$ cat src/sv/hqcb_pkg.sv
// Package for the hold qualified character buffer.
// Shared constants, register codes and control structs; no dependencies.
package hqcb_pkg;

   localparam int DEPTH_DEFAULT = 32;
   localparam int CHAR_W        = 8;
   localparam int TIME_W        = 32;
   localparam int CFG_W         = 16;
   localparam int CSR_DATA_W    = 32;
   localparam int CSR_ADDR_W    = 3;

   localparam logic [CFG_W-1:0]  HOLD_MS_RESET = 16'd4000;
   localparam logic [CFG_W-1:0]  IDLE_MS_RESET = 16'd3000;
   localparam logic [CHAR_W-1:0] CHAR_NONE     = 8'd0;

   // register index, taken from paddr[2]
   localparam logic REG_HOLD_MS = 1'b0;
   localparam logic REG_IDLE_MS = 1'b1;

   typedef struct packed {
      logic [CFG_W-1:0] hold_ms;
      logic [CFG_W-1:0] idle_ms;
   } cfg_type;

   typedef struct packed {
      logic              append;
      logic              shift;
      logic [CHAR_W-1:0] wr_char;
   } cell_ctl_type;

endpackage

$ cat src/sv/hold_qualified_char_buffer_top.sv
// Channel   Ports                                   Direction
// req       req_valid/req_stall, char_in, now_ms    in
// rsp       rsp_valid/rsp_stall, char_out, last      out
// csr       psel/penable/pwrite/paddr/pwdata/prdata  in/out
//
// Samples are accepted while req_stall is low; it is low except during a flush.
// A flush of n characters shifts the cell chain once per rsp transfer and
// keeps req_stall high until all n characters have been transferred.
// Reset empties the buffer and loads hold_ms 4000, idle_ms 3000.
// Depends on hqcb_pkg, hqcb_csr, hqcb_ctrl and hqcb_cell.
module hold_qualified_char_buffer_top
   import hqcb_pkg::*;
#(
   parameter int DEPTH = DEPTH_DEFAULT
)(
   input  logic                  clock,
   input  logic                  reset,
   input  logic                  req_valid,
   output logic                  req_stall,
   input  logic [CHAR_W-1:0]     req_char_in,
   input  logic [TIME_W-1:0]     req_now_ms,
   output logic                  rsp_valid,
   input  logic                  rsp_stall,
   output logic [CHAR_W-1:0]     rsp_char_out,
   output logic                  rsp_last_of_flush,
   input  logic                  psel,
   input  logic                  penable,
   input  logic                  pwrite,
   input  logic [CSR_ADDR_W-1:0] paddr,
   input  logic [CSR_DATA_W-1:0] pwdata,
   output logic [CSR_DATA_W-1:0] prdata,
   output logic                  pready
);

   localparam int CNT_W = $clog2(DEPTH + 1);

   cfg_type           cfg;
   cell_ctl_type      cell_ctl;
   logic [CNT_W-1:0]  fill_count;
   logic [CHAR_W-1:0] chain [DEPTH+1];

   hqcb_csr u_csr (
      .clock   (clock),
      .reset   (reset),
      .psel    (psel),
      .penable (penable),
      .pwrite  (pwrite),
      .paddr   (paddr),
      .pwdata  (pwdata),
      .prdata  (prdata),
      .pready  (pready),
      .cfg     (cfg)
   );

   hqcb_ctrl #(
      .DEPTH (DEPTH),
      .CNT_W (CNT_W)
   ) u_ctrl (
      .clock             (clock),
      .reset             (reset),
      .cfg               (cfg),
      .req_valid         (req_valid),
      .req_stall         (req_stall),
      .req_char_in       (req_char_in),
      .req_now_ms        (req_now_ms),
      .rsp_valid         (rsp_valid),
      .rsp_stall         (rsp_stall),
      .rsp_last_of_flush (rsp_last_of_flush),
      .cell_ctl          (cell_ctl),
      .fill_count        (fill_count)
   );

   // tail of the chain feeds zeros in on a shift
   assign chain[DEPTH] = CHAR_NONE;

   for (genvar i = 0; i < DEPTH; i++) begin : g_cell
      hqcb_cell #(
         .IDX   (i),
         .CNT_W (CNT_W)
      ) u_cell (
         .clock      (clock),
         .ctl        (cell_ctl),
         .fill_count (fill_count),
         .next_char  (chain[i+1]),
         .char_q     (chain[i])
      );
   end

   assign rsp_char_out = chain[0];

endmodule

$ cat src/sv/hqcb_csr.sv
// Configuration registers behind the APB-style port.
// Depends on hqcb_pkg.
module hqcb_csr
   import hqcb_pkg::*;
(
   input  logic                  clock,
   input  logic                  reset,
   input  logic                  psel,
   input  logic                  penable,
   input  logic                  pwrite,
   input  logic [CSR_ADDR_W-1:0] paddr,
   input  logic [CSR_DATA_W-1:0] pwdata,
   output logic [CSR_DATA_W-1:0] prdata,
   output logic                  pready,
   output cfg_type               cfg
);

   cfg_type cfg_ff, cfg_in;
   logic    wr_en;

   assign pready = 1'b1;
   assign wr_en  = psel & penable & pwrite;

   always_comb begin
      cfg_in = cfg_ff;
      if (wr_en) begin
         case (paddr[2])
            REG_HOLD_MS: cfg_in.hold_ms = pwdata[CFG_W-1:0];
            REG_IDLE_MS: cfg_in.idle_ms = pwdata[CFG_W-1:0];
            default:     cfg_in = cfg_ff;
         endcase
      end
   end

   always_ff @(posedge clock) begin
      if (reset) begin
         cfg_ff.hold_ms <= HOLD_MS_RESET;
         cfg_ff.idle_ms <= IDLE_MS_RESET;
      end else begin
         cfg_ff <= cfg_in;
      end
   end

   always_comb begin
      case (paddr[2])
         REG_HOLD_MS: prdata = {{(CSR_DATA_W-CFG_W){1'b0}}, cfg_ff.hold_ms};
         REG_IDLE_MS: prdata = {{(CSR_DATA_W-CFG_W){1'b0}}, cfg_ff.idle_ms};
         default:     prdata = '0;
      endcase
   end

   assign cfg = cfg_ff;

endmodule

$ cat src/sv/hqcb_cell.sv
// One character cell of the buffer chain.
// Depends on hqcb_pkg; loads on append at its own index, shifts toward the head on flush.
module hqcb_cell
   import hqcb_pkg::*;
#(
   parameter int IDX   = 0,
   parameter int CNT_W = 6
)(
   input  logic              clock,
   input  cell_ctl_type      ctl,
   input  logic [CNT_W-1:0]  fill_count,
   input  logic [CHAR_W-1:0] next_char,
   output logic [CHAR_W-1:0] char_q
);

   localparam logic [CNT_W-1:0] MY_IDX = CNT_W'(IDX);

   logic [CHAR_W-1:0] char_ff, char_in;

   always_comb begin
      char_in = char_ff;
      if (ctl.shift) begin
         char_in = next_char;
      end else if (ctl.append && fill_count == MY_IDX) begin
         char_in = ctl.wr_char;
      end
   end

   always_ff @(posedge clock) begin
      char_ff <= char_in;
   end

   assign char_q = char_ff;

endmodule

$ cat src/sv/hqcb_ctrl.sv
// Hold and idle timers, fill count and flush sequencing.
// Depends on hqcb_pkg; drives the cell chain through cell_ctl_type.
module hqcb_ctrl
   import hqcb_pkg::*;
#(
   parameter int DEPTH = DEPTH_DEFAULT,
   parameter int CNT_W = $clog2(DEPTH + 1)
)(
   input  logic              clock,
   input  logic              reset,
   input  cfg_type           cfg,
   input  logic              req_valid,
   output logic              req_stall,
   input  logic [CHAR_W-1:0] req_char_in,
   input  logic [TIME_W-1:0] req_now_ms,
   output logic              rsp_valid,
   input  logic              rsp_stall,
   output logic              rsp_last_of_flush,
   output cell_ctl_type      cell_ctl,
   output logic [CNT_W-1:0]  fill_count
);

   localparam logic [CNT_W-1:0] CNT_DEPTH = CNT_W'(DEPTH);
   localparam logic [CNT_W-1:0] CNT_ONE   = CNT_W'(1);

   logic [CNT_W-1:0]  count_ff, count_in;
   logic              flush_ff, flush_in;
   logic              stored_ff, stored_in;
   logic              hold_valid_ff, hold_valid_in;
   logic              idle_valid_ff, idle_valid_in;
   logic [TIME_W-1:0] hold_start_ff, hold_start_in;
   logic [TIME_W-1:0] idle_start_ff, idle_start_in;

   logic              accept, out_xfer, is_none, append, start_flush;
   logic [TIME_W-1:0] hold_base, idle_base, hold_diff, idle_diff;

   assign accept   = req_valid & ~flush_ff;
   assign out_xfer = flush_ff & ~rsp_stall;
   assign is_none  = (req_char_in == CHAR_NONE);

   assign hold_base = hold_valid_ff ? hold_start_ff : req_now_ms;
   assign idle_base = idle_valid_ff ? idle_start_ff : req_now_ms;
   assign hold_diff = req_now_ms - hold_base;
   assign idle_diff = req_now_ms - idle_base;

   assign append = accept & ~is_none & ~stored_ff & (count_ff < CNT_DEPTH) &
                   (hold_diff >= {{(TIME_W-CFG_W){1'b0}}, cfg.hold_ms});
   assign start_flush = accept & is_none & (count_ff != '0) &
                        (idle_diff >= {{(TIME_W-CFG_W){1'b0}}, cfg.idle_ms});

   always_comb begin
      count_in      = count_ff;
      flush_in      = flush_ff;
      stored_in     = stored_ff;
      hold_valid_in = hold_valid_ff;
      idle_valid_in = idle_valid_ff;
      hold_start_in = hold_start_ff;
      idle_start_in = idle_start_ff;

      if (accept) begin
         if (is_none) begin
            hold_valid_in = 1'b0;
            stored_in     = 1'b0;
            if (count_ff != '0 && !idle_valid_ff) begin
               idle_start_in = req_now_ms;
               idle_valid_in = 1'b1;
            end
         end else if (!hold_valid_ff) begin
            hold_start_in = req_now_ms;
            hold_valid_in = 1'b1;
         end
         if (append) begin
            count_in      = count_ff + CNT_ONE;
            stored_in     = 1'b1;
            idle_valid_in = 1'b0;
         end
         // hold the input side until the whole run has drained
         if (start_flush) begin
            flush_in      = 1'b1;
            stored_in     = 1'b0;
            hold_valid_in = 1'b0;
            idle_valid_in = 1'b0;
         end
      end

      if (out_xfer) begin
         count_in = count_ff - CNT_ONE;
         if (count_ff == CNT_ONE) begin
            flush_in = 1'b0;
         end
      end
   end

   always_ff @(posedge clock) begin
      if (reset) begin
         count_ff      <= '0;
         flush_ff      <= 1'b0;
         stored_ff     <= 1'b0;
         hold_valid_ff <= 1'b0;
         idle_valid_ff <= 1'b0;
      end else begin
         count_ff      <= count_in;
         flush_ff      <= flush_in;
         stored_ff     <= stored_in;
         hold_valid_ff <= hold_valid_in;
         idle_valid_ff <= idle_valid_in;
      end
      hold_start_ff <= hold_start_in;
      idle_start_ff <= idle_start_in;
   end

   assign req_stall         = flush_ff;
   assign rsp_valid         = flush_ff;
   assign rsp_last_of_flush = (count_ff == CNT_ONE);

   assign cell_ctl.append  = append;
   assign cell_ctl.shift   = out_xfer;
   assign cell_ctl.wr_char = req_char_in;
   assign fill_count       = count_ff;

endmodule

$ cat config.mk
export PLATFORM = sky130hd
export DESIGN_NAME = hold_qualified_char_buffer_top
export DESIGN_NICKNAME = d
export VERILOG_FILES = /design/src/sv/hqcb_pkg.sv /design/src/sv/hold_qualified_char_buffer_top.sv /design/src/sv/hqcb_csr.sv /design/src/sv/hqcb_cell.sv /design/src/sv/hqcb_ctrl.sv
export SDC_FILE = /design/constraint.sdc
export NUM_CORES = 1
export LEC_CHECK = 0
export BUFFER_PORTS_ARGS = -buffer_cell sky130_fd_sc_hd__buf_2
export CAP_MARGIN = 0
export CORE_MARGIN = 3
export CORE_UTILIZATION = 30
export DETAILED_ROUTE_END_ITERATION = 10
export GPL_ROUTABILITY_DRIVEN = 0
export SLEW_MARGIN = 20
export SYNTH_ARGS = -nofsm -noshare
export SYNTH_HDL_FRONTEND = slang
export SYNTH_HIERARCHICAL = 1
export SYNTH_SLANG_ARGS = --single-unit
$ cat constraint.sdc
create_clock -name clock -period 6.2 [get_ports clock]
set_clock_uncertainty 0.05 [all_clocks]
set_input_delay 0 -clock clock [delete_from_list [all_inputs] [get_ports clock]]
set_output_delay 0 -clock clock [all_outputs]
set_load 0.02 [all_outputs]
# Yosys cells after proc, flatten, opt, wreduce, memory -nomap -nowiden
# Index checks and enable logic that the tools add are counted.
# word_totals
register_bits,362
# op_classes
reduce_logical,79
bitwise_logic,16
eq_ne,31
mux,81
n_addsub,4
magnitude_cmp,3
# ops
op,n
$mux W8,62
$eq A6 B5 Y1 const B,16
$reduce_bool A2 Y1,33
$ge A32 B16 Y1,2
$mux W32,2
$pmux W32 S2,1
$sub A32 B32 Y32,2
$eq A6 B4 Y1 const B,8
$logic_and A1 B1 Y1,33
$eq A6 B3 Y1 const B,4
$mux W6,3
$mux W1,13
$eq A6 B2 Y1 const B,2
$and A1 B1 Y1,11
$reduce_and A2 Y1,5
$logic_not A8 Y1,1
$add A6 B1 Y6 const B,1
$eq A6 B1 Y1 const B,1
$logic_not A6 Y1,1
$lt A6 B6 Y1 const B,1
$reduce_and A3 Y1,2
$reduce_bool A3 Y1,2
$reduce_bool A6 Y1,1
$sub A6 B1 Y6 const B,1
other kinds (2),6

# Longest topological paths before layout
# depth
ltp_word,9
mapped_depth,26

# Modules after synthesis
# The synthesis kept the hierarchy.
# by_module_without_submodules
mod,n_inst,cells_each,area_each_um2
hqcb_ctrl,1,949,8152.8
hqcb_cell (g_cell[10].u_cell ...),7,20,400.4
hqcb_cell (g_cell[1].u_cell ...),6,20,396.6
hqcb_cell (g_cell[11].u_cell ...),5,20,395.4
hqcb_cell (g_cell[0].u_cell ...),5,20,394.1
hqcb_csr,1,163,1665.3
hqcb_cell (g_cell[23].u_cell ...),4,21,395.4
hqcb_cell (g_cell[4].u_cell ...),2,20,397.9
hqcb_cell (g_cell[31].u_cell),1,19,392.9
hqcb_cell (g_cell[15].u_cell),1,19,391.6
hqcb_cell (g_cell[16].u_cell),1,20,391.6
hold_qualified_char_buffer_top,1,1,3.8

# Least setup slack after synthesis
# OpenSTA, ideal clock, no wires.
# synth_path
kind,flip-flop to flip-flop
start,reg u_ctrl.hold_valid_ff
end,reg g_cell[3].u_cell.char_ff[0] (enable)
path_stages_with_launch,24
period_less_slack_ns,5.927
n_path_buf,3
setup_ns,0.279
path_slack_ns,0.273
arrival_time_ns,5.599
cell_sequence,dfxtp_1 -> clkbuf_1 -> buf_1 -> o21ai_0 -> ha_1 -> fa_1 -> nor2b_1 -> o211ai_1 -> a21oi_1 -> nor2_1 -> ha_1 -> a21o_1 -> a2111oi_0 -> o31ai_1 -> a221oi_1 -> o21ai_0 -> or4_1 -> nor4b_2 -> nand4_4 -> nand2_1 -> inv_1 -> buf_4 -> nor4b_2 -> a41o_1
# synth_between
elab_chain_cells,6
# synth_rtl
item,line_no,source
"start, declared",hqcb_ctrl.sv:29,"logic hold_valid_ff, hold_valid_in;"
"start signal, assigned",hqcb_ctrl.sv:105,hold_valid_ff <= hold_valid_in;
$mux W32,hqcb_ctrl.sv:41,assign hold_base = hold_valid_ff ? hold_start_ff : req_now_ms;
via u_ctrl.hold_base[0],hqcb_ctrl.sv:35,"logic [TIME_W-1:0] hold_base, idle_base, hold_diff, idle_diff;"
$sub A32 B32 Y32,hqcb_ctrl.sv:43,assign hold_diff = req_now_ms - hold_base;
$ge A32 B16 Y1,hqcb_ctrl.sv:47,"(hold_diff >= {{(TIME_W-CFG_W){1'b0}}, cfg.hold_ms});"
$and A1 B1 Y1,hqcb_ctrl.sv:46,assign append = accept & ~is_none & ~stored_ff & (count_ff < CNT_DEPTH) &
via u_ctrl.append,hqcb_ctrl.sv:34,"logic accept, out_xfer, is_none, append, start_flush;"
$logic_and A1 B1 Y1,hqcb_cell.sv:24,end else if (ctl.append && fill_count == MY_IDX) begin
$reduce_bool A2 Y1 (no source line),-,
"end signal, assigned",hqcb_cell.sv:30,char_ff <= char_in;
"end, declared",hqcb_cell.sv:18,"logic [CHAR_W-1:0] char_ff, char_in;"
# The timed path passes the listed nets, and every way through them passes these cells.
# A chain may end at the register's enable or synchronous reset.

==> impl_results.md <==
- FFs w/ async S/R, synth: 0%
- Final setup TNS: 0 ns
- Placed cell count: 2746
- Post-synthesis simple-gate area fraction: 9.12%
- Largest net degree at the start of global routing: 117
- Commonest cells after routing, fill and taps aside: edfxtp_1, mux2_4, ha_1
- Layout Utilization: 35.0%
- Routed vias: 14522
- Post-Syn Area: 0.0225 mm^2
- DP Wirelength: 33400 um
- Worst vdd ir: 0.194 mV
- Adder-cell share of the synthesized area: 5.85%
- Core area: 0.0736 mm^2
- Worst setup SP type: register
- Max Cap Viol: 0
- Register area share after synthesis: 46.4%
- Layout cell share with drive strength beyond 1: 26.0%
- Largest family of logic cells by synthesized area: multiplexers
- Port Buffers: 90
- Number of global-route vias before repair: 14458
- TritonCTS Buffers: 41
- Die Y: 280 um
- Clock sink count: 362
- Post-CTS Setup Bufs: 0
- Post-synthesis xor/xnor area fraction: 1.52%
- Syn. warnings: 6
- Worst hold path class: in -> reg
- Synth Area in Compound Gates: 9.53%
- RSZ-0062 raised after global routing: false
- Wire per inst: 17.8 um
- Num rows: 99
- DR DRC count: 0
- Die outline area: 0.0783 mm^2
- First-pass GRT wire length: 80300 um
- Pwr per Cell Area: 245 mW/mm^2
- Crit path max fanout: 19
- Io pins: 126
- Hold Violations, Final: 0
- Initial core utilization: 30.6%
- FMAX: 0.172 GHz
- Status: finished, final reports clean
- P_leak: 9.95 nW
- Commonest non-fill, non-tap cell in the layout: edfxtp_1
- Met2 routed WL: 23700 um
- Detail Route met3 WL: 2690 um
- Post-layout minimum cycle time: 5.80 ns
- # setup viols final: 0
- Uppermost layer routed: met4
- Fin. max-slew vios: 0
- Worst Path Required: 6.44 ns
- Fill cell count: 7163
- Worst-Skew Late Latency: 0.56 ns
- Critical path type: reg -> reg
- Crit end category: register
- Post-synthesis mux area share: 22.4%
- Post-synth EDFFs: 320
- Antenna viol nets, final: 0
- CTS tree: done
- # diodes: 0
- Pre-antenna DRT Iters: 6
- Top_reg_cell synth: edfxtp_1
- Tcrit/Tclk final: 93.5%
- Worst slew pin tran: 1.11 ns
- Maximum buffer depth of the clock tree: 3
- Synth unique cells: 86
- Final layout net count: 2076
- Final Non-Filler Cells: 2882
- Vias per cell: 5.04
- M1 wire length: 23700 um
- Die width: 280 um
- Reg clk slew, reported paths: 0.06 ns
- H-tree level count: 2
- Synth Instances: 1755
- Avg Cell Area, Syn: 12.8 um^2
- Slew HR: 26.0%
- Overflow left after global routing: 0
- Flops & latches, synth: 362
- Tot GR Track Use: 12.8%
- WP data arrival: 6.04 ns
- WL final: 51300 um
- Area delta synth->final: 14.4%
- Clk root buf: clkbuf_16
- Antenna violations before repair: 0
- DR iter-0 viols: 1042
flip-flops by register name, summed over array words and instances, names as in the netlist:
signal and count:
g_cell.u_cell/char_q 256, u_csr/cfg 32, u_ctrl/fill_count 6, u_ctrl/hold_start_ff 32
u_ctrl/hold_valid_ff 1, u_ctrl/idle_start_ff 32, u_ctrl/idle_valid_ff 1, u_ctrl/req_stall 1
u_ctrl/stored_ff 1
kinds of logic after synthesis:
kind of cell | Yosys count
buf+inv | 202
flops | 362
compound gates | 305
other cells | 3
simple gates | 366
fa+ha+maj | 104
mux | 374
xor+xnor | 39
worst paths after layout:
| path | startpoint | slack, ns | depth (start not counted) | to |
|---|---|---|---|---|
| hold / removal | reset | 0.06 | 3 | u_ctrl/stored_ff |
| setup / recovery | u_ctrl/hold_valid_ff | 0.40 | 22 | g_cell[31].u_cell/char_q[3] |
| hold reg to reg | u_ctrl/stored_ff | 0.41 | 2 | u_ctrl/stored_ff |
| setup reg to reg | u_ctrl/hold_valid_ff | 0.40 | 22 | g_cell[31].u_cell/char_q[3] |
final cells by class:
| cell class | count | area [um^2] | area share, % |
|---|---|---|---|
| multi-input cells | 1213 | 11000 | 42.9 |
| flip-flops and latches | 362 | 10500 | 40.6 |
| repair buffers | 170 | 1230 | 4.76 |
| well taps | 959 | 1200 | 4.66 |
| clock buffers | 51 | 1150 | 4.46 |
| inverters | 102 | 390 | 1.52 |
| clock inverters | 25 | 285 | 1.11 |
routing by layer:
| metal | global-route usage [%] | up-vias |
|---|---|---|
| met5 | 0 | - |
| li1 | - | 6875 |
| met3 | 2.12 | 83 |
| met1 | 17.3 | 7167 |
| met4 | 3.66 | 0 |
| met2 | 21.0 | 397 |
cells in the mapped netlist, types with 6 or more instances:
| cell type | instances | area (um^2) |
|---|---|---|
| edfxtp_1 | 320 | 9610 |
| mux2_4 | 256 | 3840 |
| ha_1 | 102 | 1280 |
| inv_1 | 102 | 383 |
| mux2i_1 | 97 | 971 |
| nand2_1 | 82 | 308 |
| nor2_1 | 79 | 297 |
| a21oi_1 | 77 | 385 |
| o21ai_0 | 47 | 235 |
| dfxtp_1 | 42 | 841 |
| nand2b_1 | 39 | 244 |
| buf_6 | 33 | 372 |
| buf_4 | 30 | 225 |
| a21o_1 | 28 | 210 |
| clkbuf_1 | 28 | 105 |
| xnor2_1 | 28 | 245 |
| nand3_1 | 23 | 115 |
| mux2_2 | 19 | 214 |
| nand4_1 | 18 | 113 |
| nor2b_1 | 17 | 106 |
| nor3b_1 | 16 | 120 |
| nor3_1 | 15 | 75.1 |
| o21a_1 | 15 | 113 |
| a211oi_1 | 13 | 97.6 |
| a2111oi_0 | 11 | 96.3 |
| xor2_1 | 11 | 96.3 |
| a31oi_1 | 10 | 62.6 |
| o211ai_1 | 10 | 75.1 |
| a21o_2 | 9 | 78.8 |
| a41o_2 | 9 | 101 |
| and3_1 | 9 | 56.3 |
| o31ai_1 | 8 | 60.1 |
| a41o_1 | 7 | 70.1 |
| and2_1 | 7 | 43.8 |
| o2111ai_1 | 7 | 61.3 |
| o21bai_1 | 7 | 52.6 |
| or3_1 | 7 | 43.8 |
| a21boi_0 | 6 | 45.0 |
| and4bb_2 | 6 | 75.1 |
| nand4b_1 | 6 | 52.6 |
| nor4bb_1 | 6 | 60.1 |
metrics by stage:
step	power, mW	setup slack, ns	instance area, um^2	hold slack (ns)
global route	6.59	0.00649	25700	0.0526
CTS	6.37	0.104	25700	0.000819
detailed placement	3.74	0.149	23700	0.150
global placement	3.72	0.183	23700	0.145
finish	6.31	0.400	25700	0.0599
floorplan	3.50	0.273	22600	0.0489
critical path, stage by stage (launching register included):
cell       delay, ns
dfxtp_4         0.39
o21ai_0         0.27
ha_1            0.25
fa_1            0.22
nor2b_1         0.07
o211ai_1        0.29
nand2_1         0.10
a211oi_1        0.26
nor2_1          0.08
ha_1            0.31
a21o_1          0.17
a2111oi_1       0.39
o31ai_1         0.17
a221oi_2        0.31
o21ai_0         0.12
or4_1           0.56
nor4b_4         0.31
nand4_4         0.19
nand2_1         0.17
inv_1           0.07
buf_4           0.21
and4b_1         0.22
a41o_2          0.35
what timing repair did:
action	4_1_cts	5_1_grt
endpoints found under the setup margin	0	258
hold buffers	60	0
resized for setup	0	7
hold endpoints to repair	98	0
power breakdown:
part | internal [mW] | leakage (nW) | switching, mW
clock | 1.57 | 0.707 | 1.00
sequential | 2.69 | 3.25 | 0.0116
combinational | 0.458 | 6.00 | 0.584
total | 4.71 | 9.95 | 1.60
No activity file was read; power rests on OpenSTA's default activity.
